===== config.mk =====
export PLATFORM = sky130hd
export DESIGN_NAME = stun_binding_response_parser
export DESIGN_NICKNAME = d
export VERILOG_FILES = /design/src/sv/stunbr_pkg.sv /design/src/sv/stunbr_header.sv /design/src/sv/stunbr_walker.sv /design/src/sv/stun_binding_response_parser.sv
export VERILOG_INCLUDE_DIRS = /design/src /design/src/sv
export SDC_FILE = /design/constraint.sdc
export NUM_CORES = 2
export LEC_CHECK = 0
export BUFFER_PORTS_ARGS = -buffer_cell sky130_fd_sc_hd__buf_2
export CORE_AREA = 2 2 279 281
export CTS_CLUSTER_SIZE = 30
export DETAILED_ROUTE_END_ITERATION = 10
export DIE_AREA = 0 0 281 283
export MAX_ROUTING_LAYER = met4
export PLACE_DENSITY = 0.71
export SLEW_MARGIN = 30
export SYNTH_ARGS = -nofsm -noshare
export SYNTH_HDL_FRONTEND = slang
export SYNTH_SLANG_ARGS = --single-unit

===== constraint.sdc =====
create_clock -name aclk -period 8.68 [get_ports aclk]
set_input_delay 0.434 -clock aclk [delete_from_list [all_inputs] [get_ports aclk]]
set_output_delay 0.434 -clock aclk [all_outputs]
set_load 0.005 [all_outputs]

===== src/sv/stun_binding_response_parser_defines.svh =====
// Assertion macros shared by the STUN binding response parser RTL.
// Included by the modules that carry concurrent checks; no other dependencies.
`ifndef STUN_BINDING_RESPONSE_PARSER_DEFINES_SVH
`define STUN_BINDING_RESPONSE_PARSER_DEFINES_SVH

// Clocked check, switched off while reset is asserted.
`define STUNBR_CHECK(label, clk, rstn, prop, msg) \
    label: assert property (@(posedge clk) disable iff (!(rstn)) (prop)) else $error(msg);

// Clocked check that also holds during reset.
`define STUNBR_CHECK_ALWAYS(label, clk, prop, msg) \
    label: assert property (@(posedge clk) (prop)) else $error(msg);

`endif


===== src/sv/stunbr_pkg.sv =====
// Shared types and constants for the STUN binding response parser.
// No dependencies; imported by every module of the block.
`timescale 1ns / 1ps
`default_nettype none

package stunbr_pkg;

    localparam logic [31:0] STUN_COOKIE      = 32'h2112A442;
    localparam logic [15:0] MSG_BINDING_RESP = 16'h0101;
    localparam logic [15:0] ATTR_MAPPED      = 16'h0001;
    localparam logic [15:0] ATTR_XOR_MAPPED  = 16'h0020;
    localparam logic [7:0]  FAM_CODE_IPV4    = 8'h01;
    localparam logic [7:0]  FAM_CODE_IPV6    = 8'h02;

    localparam logic [1:0]  FAMILY_NONE = 2'd0;
    localparam logic [1:0]  FAMILY_IPV4 = 2'd1;
    localparam logic [1:0]  FAMILY_IPV6 = 2'd2;

    localparam int          POS_W     = 17;
    localparam logic [16:0] HDR_LEN   = 17'd20;
    localparam logic [16:0] POS_MAX   = 17'h1FFFF;
    localparam int          VAL_DEPTH = 20;
    localparam logic [15:0] V4_MIN_LEN = 16'd8;
    localparam logic [15:0] V6_MIN_LEN = 16'd20;

    // Configuration register indexes
    localparam logic REG_TXID_HIGH = 1'b0;
    localparam logic REG_TXID_LOW  = 1'b1;

    typedef enum logic [2:0] {
        ST_OK       = 3'd0,
        ST_SHORT    = 3'd1,
        ST_BAD_TYPE = 3'd2,
        ST_BAD_MAGIC = 3'd3,
        ST_ID_MISMATCH = 3'd4,
        ST_OVERRUN  = 3'd5,
        ST_NO_ADDR  = 3'd6
    } status_t;

    typedef enum logic [3:0] {
        PH_HEAD  = 4'b0001,
        PH_VALUE = 4'b0010,
        PH_PAD   = 4'b0100,
        PH_STOP  = 4'b1000
    } phase_t;

    // One datagram word as it is processed this cycle
    typedef struct packed {
        logic             go;
        logic [7:0]       data;
        logic             last;
        logic [POS_W-1:0] idx;
    } step_t;

    // Header check results, next-state view
    typedef struct packed {
        status_t     fault;
        logic [15:0] total;
    } hdr_info_t;

    // Decoded addresses, next-state view
    typedef struct packed {
        logic        xor_found;
        logic [1:0]  xor_family;
        logic [15:0] xor_port;
        logic [63:0] xor_addr_hi;
        logic [63:0] xor_addr_lo;
        logic        plain_found;
        logic [15:0] plain_port;
        logic [31:0] plain_addr;
    } addr_info_t;

endpackage

`default_nettype wire


===== src/sv/stunbr_header.sv =====
// Header checker: message type, magic cookie, transaction id, attribute length.
// Depends on stunbr_pkg.
`timescale 1ns / 1ps
`default_nettype none

module stunbr_header
    import stunbr_pkg::*;
(
    input  wire logic        aclk,
    input  wire logic        aresetn,
    input  wire step_t       step,
    input  wire logic [31:0] txid_high,
    input  wire logic [63:0] txid_low,
    output hdr_info_t        hdr_next
);

    logic [31:0] capture_reg, capture_next;
    logic [15:0] total_reg, total_next;
    status_t     fault_reg, fault_next;

    logic        in_hdr;
    logic [4:0]  hidx;
    logic [3:0]  id_byte;
    logic [95:0] txid_all;
    logic [7:0]  id_expect;

    assign in_hdr   = step.go && (step.idx < HDR_LEN);
    assign hidx     = step.idx[4:0];
    assign id_byte  = 4'(hidx - 5'd8);
    assign txid_all = {txid_high, txid_low};
    assign id_expect = 8'(txid_all >> (7'd88 - {id_byte, 3'b000}));

    always_comb begin
        capture_next = capture_reg;
        total_next   = total_reg;
        fault_next   = fault_reg;
        if (in_hdr) begin
            capture_next = {capture_reg[23:0], step.data};
            if (hidx == 5'd3) begin
                total_next = capture_next[15:0];
            end
            // first fault in wire order sticks
            priority if (fault_reg != ST_OK) begin
                fault_next = fault_reg;
            end else if (hidx == 5'd1 && capture_next[15:0] != MSG_BINDING_RESP) begin
                fault_next = ST_BAD_TYPE;
            end else if (hidx == 5'd7 && capture_next != STUN_COOKIE) begin
                fault_next = ST_BAD_MAGIC;
            end else if (hidx >= 5'd8 && step.data != id_expect) begin
                fault_next = ST_ID_MISMATCH;
            end else begin
                fault_next = fault_reg;
            end
        end
    end

    assign hdr_next.fault = fault_next;
    assign hdr_next.total = total_next;

    always_ff @(posedge aclk) begin
        if (!aresetn) begin
            capture_reg <= '0;
            total_reg   <= '0;
            fault_reg   <= ST_OK;
        end else if (step.go && step.last) begin
            capture_reg <= '0;
            total_reg   <= '0;
            fault_reg   <= ST_OK;
        end else begin
            capture_reg <= capture_next;
            total_reg   <= total_next;
            fault_reg   <= fault_next;
        end
    end

endmodule

`default_nettype wire


===== src/sv/stunbr_walker.sv =====
// Attribute walker: TLV framing with padding, value capture and address decode.
// Depends on stunbr_pkg and the assertion macro header.
`timescale 1ns / 1ps
`default_nettype none
`include "stun_binding_response_parser_defines.svh"

module stunbr_walker
    import stunbr_pkg::*;
(
    input  wire logic        aclk,
    input  wire logic        aresetn,
    input  wire step_t       step,
    input  wire logic [15:0] attr_total,
    input  wire logic [31:0] txid_high,
    input  wire logic [63:0] txid_low,
    output addr_info_t       addr_next
);

    phase_t      phase_reg, phase_next;
    logic [15:0] kind_reg, kind_next;
    logic [15:0] length_reg, length_next;
    logic [15:0] offset_reg, offset_next;
    logic [7:0]  vb_reg [VAL_DEPTH];
    logic [7:0]  vb_eff [VAL_DEPTH];
    addr_info_t  found_reg, found_next;

    logic [POS_W-1:0] rel;
    logic        active;
    logic        vb_wr;
    logic [4:0]  vb_idx;
    logic [15:0] off_inc;
    logic [15:0] off_dec;
    logic [1:0]  pad;
    logic        decode;
    logic [7:0]  fam;
    logic [15:0] port_raw;
    logic [31:0] addr_v4;
    logic [63:0] addr_v6_hi;
    logic [63:0] addr_v6_lo;

    assign rel    = POS_W'(step.idx - HDR_LEN);
    assign active = step.go && (step.idx >= HDR_LEN) && (rel < POS_W'(attr_total));
    assign vb_idx = offset_reg[4:0];
    assign vb_wr  = active && (phase_reg == PH_VALUE) && (offset_reg < 16'(VAL_DEPTH));
    assign off_inc = offset_reg + 16'd1;
    assign off_dec = (offset_reg != 16'd0) ? offset_reg - 16'd1 : offset_reg;
    assign pad     = 2'(3'd4 - {1'b0, length_reg[1:0]});
    assign decode  = active && (phase_reg == PH_VALUE) && (off_inc >= length_reg);

    // merge the word being written so the closing byte is visible to decode
    always_comb begin
        for (int i = 0; i < VAL_DEPTH; i++) begin
            vb_eff[i] = (vb_wr && vb_idx == 5'(i)) ? step.data : vb_reg[i];
        end
    end

    assign fam        = vb_eff[1];
    assign port_raw   = {vb_eff[2], vb_eff[3]};
    assign addr_v4    = {vb_eff[4], vb_eff[5], vb_eff[6], vb_eff[7]};
    assign addr_v6_hi = {vb_eff[4], vb_eff[5], vb_eff[6], vb_eff[7],
                         vb_eff[8], vb_eff[9], vb_eff[10], vb_eff[11]};
    assign addr_v6_lo = {vb_eff[12], vb_eff[13], vb_eff[14], vb_eff[15],
                         vb_eff[16], vb_eff[17], vb_eff[18], vb_eff[19]};

    always_comb begin
        phase_next  = phase_reg;
        kind_next   = kind_reg;
        length_next = length_reg;
        offset_next = offset_reg;
        if (active) begin
            unique case (phase_reg)
                PH_HEAD: begin
                    if (offset_reg < 16'd2) begin
                        kind_next = {kind_reg[7:0], step.data};
                    end else begin
                        length_next = {length_reg[7:0], step.data};
                    end
                    if (off_inc == 16'd4) begin
                        offset_next = '0;
                        if (18'(rel) + 18'd1 + 18'(length_next) > 18'(attr_total)) begin
                            phase_next = PH_STOP;
                        end else if (length_next == 16'd0) begin
                            phase_next = PH_HEAD;
                        end else begin
                            phase_next = PH_VALUE;
                        end
                    end else begin
                        offset_next = off_inc;
                    end
                end
                PH_VALUE: begin
                    if (off_inc >= length_reg) begin
                        offset_next = {14'd0, pad};
                        phase_next  = (pad != 2'd0) ? PH_PAD : PH_HEAD;
                    end else begin
                        offset_next = off_inc;
                    end
                end
                PH_PAD: begin
                    offset_next = off_dec;
                    if (off_dec == 16'd0) begin
                        phase_next = PH_HEAD;
                    end
                end
                PH_STOP: begin
                    phase_next = PH_STOP;
                end
                default: begin
                    phase_next = phase_reg;
                end
            endcase
        end
    end

    always_comb begin
        found_next = found_reg;
        if (decode && length_reg >= V4_MIN_LEN) begin
            if (kind_reg == ATTR_XOR_MAPPED) begin
                if (fam == FAM_CODE_IPV4) begin
                    found_next.xor_found   = 1'b1;
                    found_next.xor_family  = FAMILY_IPV4;
                    found_next.xor_port    = port_raw ^ STUN_COOKIE[31:16];
                    found_next.xor_addr_hi = '0;
                    found_next.xor_addr_lo = {32'd0, addr_v4 ^ STUN_COOKIE};
                end else if (fam == FAM_CODE_IPV6 && length_reg >= V6_MIN_LEN) begin
                    found_next.xor_found   = 1'b1;
                    found_next.xor_family  = FAMILY_IPV6;
                    found_next.xor_port    = port_raw ^ STUN_COOKIE[31:16];
                    found_next.xor_addr_hi = addr_v6_hi ^ {STUN_COOKIE, txid_high};
                    found_next.xor_addr_lo = addr_v6_lo ^ txid_low;
                end
            end else if (kind_reg == ATTR_MAPPED && fam == FAM_CODE_IPV4) begin
                found_next.plain_found = 1'b1;
                found_next.plain_port  = port_raw;
                found_next.plain_addr  = addr_v4;
            end
        end
    end

    assign addr_next = found_next;

    always_ff @(posedge aclk) begin
        if (!aresetn) begin
            phase_reg  <= PH_HEAD;
            kind_reg   <= '0;
            length_reg <= '0;
            offset_reg <= '0;
            found_reg  <= '0;
        end else if (step.go && step.last) begin
            phase_reg  <= PH_HEAD;
            kind_reg   <= '0;
            length_reg <= '0;
            offset_reg <= '0;
            found_reg  <= '0;
        end else begin
            phase_reg  <= phase_next;
            kind_reg   <= kind_next;
            length_reg <= length_next;
            offset_reg <= offset_next;
            found_reg  <= found_next;
        end
    end

    // value bytes are read only after being written for the current attribute
    always_ff @(posedge aclk) begin
        if (vb_wr) begin
            vb_reg[vb_idx] <= step.data;
        end
    end

    `STUNBR_CHECK(a_pad_range, aclk, aresetn, (phase_reg == PH_PAD) |-> (offset_reg != 16'd0 && offset_reg <= 16'd3), "pad count out of range")
    `STUNBR_CHECK(a_head_range, aclk, aresetn, (phase_reg == PH_HEAD) |-> (offset_reg < 16'd4), "attribute header offset out of range")
    `STUNBR_CHECK(a_stop_holds, aclk, aresetn, (phase_reg == PH_STOP && !(step.go && step.last)) |=> (phase_reg == PH_STOP), "walk left stop before datagram end")

endmodule

`default_nettype wire


===== src/sv/stun_binding_response_parser.sv =====
// Flow: an accepted word is held in the input register and processed from there; the result
// of the last word is loaded into the output register. Throughput: one word per cycle, except
// that a final word waits while an unread result is held; the single input and output registers set that figure.
// Reset: synchronous active-low aresetn clears all datagram state, both
// transaction id registers and the output valid; no clearing pass is needed.
// Top level of the STUN binding response parser; depends on stunbr_pkg,
// stunbr_header, stunbr_walker and the assertion macro header.
`timescale 1ns / 1ps
`default_nettype none
`include "stun_binding_response_parser_defines.svh"

module stun_binding_response_parser
    import stunbr_pkg::*;
(
    input  wire logic        aclk,
    input  wire logic        aresetn,

    input  wire logic        s_valid,
    output      logic        s_ready,
    input  wire logic [7:0]  s_byte_in,
    input  wire logic        s_last,

    output      logic        m_valid,
    input  wire logic        m_ready,
    output      logic [2:0]  m_status,
    output      logic [1:0]  m_family,
    output      logic        m_from_xor,
    output      logic [15:0] m_port,
    output      logic [63:0] m_address_high,
    output      logic [63:0] m_address_low,

    input  wire logic        cfg_valid,
    output      logic        cfg_ready,
    input  wire logic        cfg_index,
    input  wire logic [63:0] cfg_data
);

    logic [31:0] txid_high_reg;
    logic [63:0] txid_low_reg;

    logic        in_valid_reg;
    logic [7:0]  byte_reg;
    logic        last_reg;

    logic [POS_W-1:0] pos_reg, pos_next;

    logic        m_valid_reg;
    status_t     m_status_reg, status_next;
    logic [1:0]  m_family_reg, family_next;
    logic        m_from_xor_reg, from_xor_next;
    logic [15:0] m_port_reg, port_next;
    logic [63:0] m_addr_hi_reg, addr_hi_next;
    logic [63:0] m_addr_lo_reg, addr_lo_next;

    logic        step_go;
    logic        res_load;
    step_t       step;
    hdr_info_t   hdr_next;
    addr_info_t  addr_next;

    // a non-final word never waits on the result side
    assign step_go  = in_valid_reg && (!last_reg || !m_valid_reg || m_ready);
    assign res_load = step_go && last_reg;
    assign s_ready  = !in_valid_reg || step_go;
    assign cfg_ready = 1'b1;

    assign pos_next = (pos_reg == POS_MAX) ? pos_reg : pos_reg + POS_W'(1);

    assign step.go   = step_go;
    assign step.data = byte_reg;
    assign step.last = last_reg;
    assign step.idx  = pos_reg;

    stunbr_header u_header (
        .aclk      (aclk),
        .aresetn   (aresetn),
        .step      (step),
        .txid_high (txid_high_reg),
        .txid_low  (txid_low_reg),
        .hdr_next  (hdr_next)
    );

    stunbr_walker u_walker (
        .aclk       (aclk),
        .aresetn    (aresetn),
        .step       (step),
        .attr_total (hdr_next.total),
        .txid_high  (txid_high_reg),
        .txid_low   (txid_low_reg),
        .addr_next  (addr_next)
    );

    always_comb begin
        status_next   = ST_OK;
        family_next   = FAMILY_NONE;
        from_xor_next = 1'b0;
        port_next     = '0;
        addr_hi_next  = '0;
        addr_lo_next  = '0;
        priority if (pos_next < HDR_LEN) begin
            status_next = ST_SHORT;
        end else if (hdr_next.fault != ST_OK) begin
            status_next = hdr_next.fault;
        end else if (18'(HDR_LEN) + 18'(hdr_next.total) > 18'(pos_next)) begin
            status_next = ST_OVERRUN;
        end else if (addr_next.xor_found) begin
            family_next   = addr_next.xor_family;
            from_xor_next = 1'b1;
            port_next     = addr_next.xor_port;
            addr_hi_next  = addr_next.xor_addr_hi;
            addr_lo_next  = addr_next.xor_addr_lo;
        end else if (addr_next.plain_found) begin
            family_next  = FAMILY_IPV4;
            port_next    = addr_next.plain_port;
            addr_lo_next = {32'd0, addr_next.plain_addr};
        end else begin
            status_next = ST_NO_ADDR;
        end
    end

    // configuration registers
    always_ff @(posedge aclk) begin
        if (!aresetn) begin
            txid_high_reg <= '0;
            txid_low_reg  <= '0;
        end else if (cfg_valid && cfg_ready) begin
            unique case (cfg_index)
                REG_TXID_HIGH: txid_high_reg <= cfg_data[31:0];
                REG_TXID_LOW:  txid_low_reg  <= cfg_data;
                default:       txid_low_reg  <= txid_low_reg;
            endcase
        end
    end

    // input word register
    always_ff @(posedge aclk) begin
        if (!aresetn) begin
            in_valid_reg <= 1'b0;
        end else if (s_ready) begin
            in_valid_reg <= s_valid;
        end
    end

    always_ff @(posedge aclk) begin
        if (s_valid && s_ready) begin
            byte_reg <= s_byte_in;
            last_reg <= s_last;
        end
    end

    always_ff @(posedge aclk) begin
        if (!aresetn) begin
            pos_reg <= '0;
        end else if (step_go) begin
            pos_reg <= last_reg ? '0 : pos_next;
        end
    end

    // result register
    always_ff @(posedge aclk) begin
        if (!aresetn) begin
            m_valid_reg <= 1'b0;
        end else if (res_load) begin
            m_valid_reg <= 1'b1;
        end else if (m_ready) begin
            m_valid_reg <= 1'b0;
        end
    end

    always_ff @(posedge aclk) begin
        if (res_load) begin
            m_status_reg   <= status_next;
            m_family_reg   <= family_next;
            m_from_xor_reg <= from_xor_next;
            m_port_reg     <= port_next;
            m_addr_hi_reg  <= addr_hi_next;
            m_addr_lo_reg  <= addr_lo_next;
        end
    end

    assign m_valid        = m_valid_reg;
    assign m_status       = m_status_reg;
    assign m_family       = m_family_reg;
    assign m_from_xor     = m_from_xor_reg;
    assign m_port         = m_port_reg;
    assign m_address_high = m_addr_hi_reg;
    assign m_address_low  = m_addr_lo_reg;

    `STUNBR_CHECK(a_res_from_last, aclk, aresetn, $rose(m_valid_reg) |-> $past(step_go && last_reg), "result without a final word")
    `STUNBR_CHECK(a_fail_zero, aclk, aresetn, (m_valid_reg && m_status_reg != ST_OK) |-> (m_family_reg == FAMILY_NONE && m_port_reg == 16'd0 && m_addr_lo_reg == 64'd0 && !m_from_xor_reg), "failed result carries an address")
    `STUNBR_CHECK(a_pos_clear, aclk, aresetn, $past(step_go && last_reg) |-> (pos_reg == '0), "position not cleared after datagram end")
    `STUNBR_CHECK_ALWAYS(a_empty_ready, aclk, (!in_valid_reg) |-> s_ready, "input register empty but not ready")

endmodule

`default_nettype wire

=== Word-level counts from Yosys, hierarchy flattened ===
Memories as Yosys holds them, arrays and structs flattened.
Index checks and enable logic that the tools add are counted.

* Register bits: 565
* Memory bits (writable): 160
* Bits of input ports: 79
* Logic and storage cells: 218
* Memories kept: 1

{| class="wikitable"
|+ Memories
! memory !! words !! bits a word !! read ports !! clocked after memory_dff !! write ports !! line !! source
|-
| u_walker.vb_reg || 20 || 8 || 19 || 0 || 1 || stunbr_walker.sv:23 || <nowiki>logic [7:0] vb_reg [VAL_DEPTH];</nowiki>
|}

* $add $sub $neg: 10
* Magnitude comparators: 12
* Equality and inequality tests: 38
* Shift operators: 1
* Muxes and demuxes: 63
* Bitwise operators: 7
* Reduce and logical (&&, ||, !) cells: 58

{| class="wikitable"
|+ Operators by type and width
! operator !! number
|-
| two-way mux 147 bit || 3
|-
| two-way mux 196 bit || 1
|-
| two-way mux 16 bit || 10
|-
| two-way mux 8 bit || 19
|-
| two-way mux 49 bit || 2
|-
| right shift 96 x 7 -> 8 bit || 1
|-
| two-way mux 64 bit || 1
|-
| XOR 64 x 62 -> 64 bit || 1
|-
| XOR 64 bit || 1
|-
| case mux 16 bit (3 select lines) || 1
|-
| equality test 5 x 4 -> 1 bit, second input constant || 8
|-
| logical AND 1 bit || 34
|-
| < comparator 17 x 5 -> 1 bit, second input constant || 2
|-
| two-way mux 17 bit || 2
|-
| logical NOT 16 bit || 2
|-
| two-way mux 32 bit || 1
|-
| != test 32 x 30 -> 1 bit, second input constant || 1
|-
| two-way mux 3 bit || 10
|-
| equality test 5 x 3 -> 1 bit, second input constant || 5
|-
| equality test 5 bit, second input constant || 4
|-
| adder 17 x 1 -> 18 bit, second input constant || 1
|-
| adder 18 x 16 -> 18 bit || 1
|-
| greater-than comparator 18 x 16 -> 1 bit || 1
|-
| adder 17 x 1 -> 17 bit, second input constant || 1
|-
| 51 further kinds || 76
|}

=== Depth between registers and ports, before layout ===
* Depth in word-level cells: 22
* Depth in mapped cells: 27
* Depth with buffers taken out: 23

=== Modules after synthesis ===
From an unflattened synthesis, not the netlist that was laid out.

* Cell total of the unflattened synthesis: 3901
* Area total of the unflattened synthesis: 36890.4 um^2

{| class="wikitable"
|+ By module, submodules not included
! module !! instances !! cells each !! area each (um^2) !! sequential area each (um^2)
|-
| stunbr_walker || 1 || 2489 || 22308.9 || 9529.1
|-
| stun_binding_response_parser || 1 || 1094 || 11776.3 || 7076.8
|-
| stunbr_header || 1 || 318 || 2805.2 || 860.8
|}

=== Least setup slack after synthesis ===
OpenSTA, ideal clock, no wires.

* Path kind: register to register
* Start point: register u_walker.offset_reg[11]
* End point: register u_walker.phase_reg[3]
* Data arrival time: 5799 ps
* Slack: 2765 ps
* Stages on the path, launching flop included: 25
* Path buffers: 3
* Clock period less this slack: 5915 ps
* Cells stage by stage: dfxtp_1 clkbuf_1 nor4_1 and4_1 and2_1 clkbuf_1 buf_1 mux2i_1 inv_1 fa_1 a21o_1 a21o_1 a21oi_1 o21ai_0 a211oi_1 nor2_1 xnor2_1 ha_1 nand4_1 nor2_1 a2111oi_0 o211ai_1 o221a_2 or3b_2 a22o_1

* Word-level cells in the longest chain between the ends: 9

{| class="wikitable"
|+ Ends and longest elaborated chain
! element !! line !! source
|-
| start: declaration || stunbr_walker.sv:22 || <nowiki>logic [15:0] offset_reg, offset_next;</nowiki>
|-
| start signal: assignment || stunbr_walker.sv:159 || <nowiki>offset_reg <= offset_next;</nowiki>
|-
| < comparator 16 x 2 -> 1 bit || stunbr_walker.sv:73 || <nowiki>if (offset_reg < 16'd2) begin</nowiki>
|-
| two-way mux 16 bit || stunbr_walker.sv:73 ||
|-
| two-way mux 16 bit || stunbr_walker.sv:71 || <nowiki>unique case (phase_reg)</nowiki>
|-
| two-way mux 16 bit || stunbr_walker.sv:70 || <nowiki>if (active) begin</nowiki>
|-
| adder 18 x 16 -> 18 bit || stunbr_walker.sv:80 || <nowiki>if (18'(rel) + 18'd1 + 18'(length_next) > 18'(attr_total)) begin</nowiki>
|-
| greater-than comparator 18 x 16 -> 1 bit || stunbr_walker.sv:80 ||
|-
| two-way mux 4 bit || stunbr_walker.sv:80 ||
|-
| two-way mux 4 bit || stunbr_walker.sv:78 || <nowiki>if (off_inc == 16'd4) begin</nowiki>
|-
| case mux 4 bit (4 select lines) || stunbr_walker.sv:71 ||
|-
| end signal: assignment || stunbr_walker.sv:156 || <nowiki>phase_reg <= phase_next;</nowiki>
|-
| end: declaration || stunbr_walker.sv:19 || <nowiki>phase_t phase_reg, phase_next;</nowiki>
|}

Several ways; a longest one is shown, not always the timed one. The select of a mux whose other input is x is not followed.
A chain may end at the register's enable or synchronous reset.

=== Worst setup path after layout ===
* Start point: register pos_reg[2]
* End point: register m_port_reg[15] (netlist: m_port[15]), data pin

* Word-level cells in the longest chain between the ends: 16

{| class="wikitable"
|+ Ends and longest elaborated chain
! element !! line !! source
|-
| start: declaration || stun_binding_response_parser.sv:45 || <nowiki>logic [POS_W-1:0] pos_reg, pos_next;</nowiki>
|-
| start signal: assignment || stun_binding_response_parser.sv:155 || <nowiki>pos_reg <= last_reg ? '0 : pos_next;</nowiki>
|-
| parallel branches: the longest is 16 deep, another holds subtractor 7 bit || n/a ||
|-
| end signal: assignment || stun_binding_response_parser.sv:175 || <nowiki>m_port_reg <= port_next;</nowiki>
|-
| end: declaration || stun_binding_response_parser.sv:51 || <nowiki>logic [15:0] m_port_reg, port_next;</nowiki>
|}

Several ways; the timed one is not identified.

==> summary.md <==
| Metric | Value |
|---|---|
| Slack of the critical path | around 1.5 ns |
| Sequential share of the synthesized area | 0.513 |
| Cell Pwr Density | 183 mW/mm2 |
| Yosys reg bits | approximately 700 |
| PortBufs | 230 |
| Max cap viols | 0 |
| First-pass GRT wire length | 147 mm |
| Clock-pin slew on the worst setup and hold paths | 0.06 ns |
| Required @ worst endpoint | 9.12 ns |
| Most used flip-flop cell after synthesis | dfxtp_1 |
| Final ANT Viol Nets | 0 |
| CP arrival | between 7 and 8 ns |
| Later-pin clock latency in the skew report | 0.63 ns |
| HPWL after DPL | 65.7 mm |
| Unique masters post-synth | 91 |
| # fillers | slightly below 7000 |
| Vias in the first global route | 24500 |
| Xor/xnor share of the synthesized area | 0.0457 |
| Final Setup Violations | 0 |
| Die Wd | 281 um |
| Crit path capture type | flop |
| Avg Cell Area, Syn | 10.3 um2 |
| First-pass iteration count of the detailed router | 6 |
| Cts bufs inserted | between 70 and 80 |
| DR vias | between 20000 and 30000 |
| Final Skew | between 0.03 and 0.04 ns |
| CP Launch Type | flop |
| Vias per cell | between 5 and 6 |
| Largest net degree at the start of global routing | slightly above 100 |
| Multiplexer area fraction after synthesis | 0.108 |
| Setup Slack @ Placement | 1.66 ns |
| Remaining DRCs | 0 |
| Root buf cell | clkbuf_16 |
| Syn Nets | 3491 |
| Worst hold margin | 0.0306 ns |
| Post-Syn Area | 0.0341 mm2 |
| Gr ovfl total | 0 |
| Core area | 0.0767 mm2 |
| Die Span Y | 283 um |
| FMAX | 139 MHz |
| Simple-gate share of the synthesized area | 0.151 |
| Synth Area in Adders | 0.0346 |
| Total wire length | 96.9 mm |
| CP max FO | 34 |
| Tmin final | 7.22 ns |
| Ant diodes | 0 |
| Hold crit path type | in2reg |
| Largest family of logic cells by synthesized area | simple AND/OR/NAND/NOR gates |
| CTS tree | done |
| Total GRT Usage | 0.244 |
| Crit path kind | reg2reg |
| Die area | 0.0795 mm2 |
| Max Root-Sink Buffers | 3 |
| Synth Warn # | 0 |
| Post-synth EDFFs | just over 300 |
| Initial drt markers | between 2000 and 2500 |
| Share of layout cells above drive strength 1 | 0.145 |
| Final nets | 3638 |
| Post-route setup TNS | 0 ns |
| H-Tree Depth | 3 |
| Initial antenna violation count | 0 |
| Final Max Slew Viols | 0 |
| Placer Congestion | 0.975 |
| Rel. slew slack | 0.320 |
| Routed length per instance | 21.2 um |
| Gate Count Post-Synth | 3320 |
| Max VDD drop | 0.000131 V |
| Row count | 102 |
| Worst-margin pin slew | 1.02 ns |
| RSZ-0062 raised after global routing | false |
| Clock Sinks | about 720 |
| Area Growth Syn to Fin | 13.7% |
| # IOs | 232 |
| Leakage power | 14.5 nW |
| Largest register FFs | 196 |
| Final period util | 0.832 |
| Asr flop ratio synth | 0 |
| Initial core utilization | 0.444 |
| Synth Area in Compound Gates | 0.113 |
| Hold Vio Cnt, Final | 0 |
| Status | finished clean |
per-layer routing:
layer | global-route usage | part of all wire
met1 | 0.310 | 0.42
met2 | 0.395 | 0.48
met3 | 0.0315 | 0.059
met4 | 0.0987 | 0.039
met5 | - | 0
critical path, cell delays in order (launching register included):
cell	delay, ns
dfxtp_1	0.84
inv_1	0.35
ha_1	0.33
and3b_1	0.20
nand3_1	0.13
nor3_1	0.13
a21oi_1	0.59
inv_1	0.10
ha_1	0.22
nand2b_1	0.24
inv_1	0.14
or3_1	0.12
xor2_1	0.16
ha_1	0.26
a21o_1	0.15
a21o_1	0.16
a21oi_1	0.14
o21a_1	0.12
o211ai_1	0.14
a2111o_1	0.32
nand2_1	0.21
nand3_1	0.18
or4_2	1.17
buf_4	0.43
o22ai_1	0.13
cell families after synthesis:
logic type,Yosys count
buffers and inverters,305
AND/OR/NAND/NOR,1128
AO/OA/AOI/OAI,563
other,1
adder cells (fa/ha/maj),94
flip-flops,717
XOR/XNOR,178
multiplexers,334
final timing paths:
path / startpoint / slack (ns) / cells after the start / endpoint
worst min register to register: u_header.capture_reg[17] / 0.45 / 2 / u_header.capture_reg[17]
worst min-delay path: s_byte_in[0] / 0.03 / 1 / byte_reg[0]
worst max register to register: pos_reg[2] / 1.46 / 24 / m_port[15]
worst max-delay path: pos_reg[2] / 1.46 / 24 / m_port[15]
metrics by stage:
stage / std cells / utilization / power (mW) / cell area, um2
2_1_floorplan: 3320 / - / 3.81 / 34100
5_1_grt: 4569 / 0.505 / 7.30 / 38700
3_5_place_dp: 4421 / 0.472 / 3.96 / 36200
4_1_cts: 4568 / 0.505 / 7.14 / 38700
3_3_place_gp: 4419 / 0.471 / 3.96 / 36100
6_report: 4569 / 0.505 / 7.09 / 38700
synthesized netlist by cell type, types with 61 or more instances:
cell type,count,area (um2)
nor2_1,438,1640
dfxtp_1,406,8130
xor2_1,61,534
a21boi_0,103,773
edfxtp_1,311,9340
a21oi_1,132,661
ha_1,91,1140
nand2_1,344,1290
mux2i_1,284,2840
clkbuf_1,167,627
o21ai_0,68,340
xnor2_1,117,1020
inv_1,84,315
power by group:
group          leakage, nW  switching (mW)  internal, mW
Combinational         7.41           0.194        0.0934
Clock                 1.19            1.37          1.83
Sequential            5.93          0.0433          3.56
Total                 14.5            1.60          5.49
what timing repair did:
item,in CTS,in global routing
endpoints found under the hold margin,8,0
resized for setup,0,0
buffers inserted,0,0
hold buffers,8,0
placed cells by master (no fill, tap or decap), types with 61 or more instances in the layout:
cell type | netlist | final
o21ai_0 | 68 | 68
xnor2_1 | 117 | 117
a21oi_1 | 132 | 132
buf_2 | 31 | 230
nand2_1 | 344 | 342
xor2_1 | 61 | 61
inv_1 | 84 | 84
edfxtp_1 | 311 | 311
clkbuf_16 | 0 | 78
dfxtp_1 | 406 | 405
nor2_1 | 438 | 438
a21boi_0 | 103 | 103
ha_1 | 91 | 91
mux2i_1 | 284 | 284
cell type report:
type | instances | area (um2) | area share
multi-input combinational | 2298 | 15500 | 0.401
inverter | 86 | 323 | 0.00833
tap | 1040 | 1300 | 0.0336
clock inverter | 31 | 293 | 0.00756
timing repair buffer | 289 | 1680 | 0.0433
clock buffer | 108 | 2150 | 0.0556
sequential | 717 | 17500 | 0.451
(Power assumes the default switching activity.)
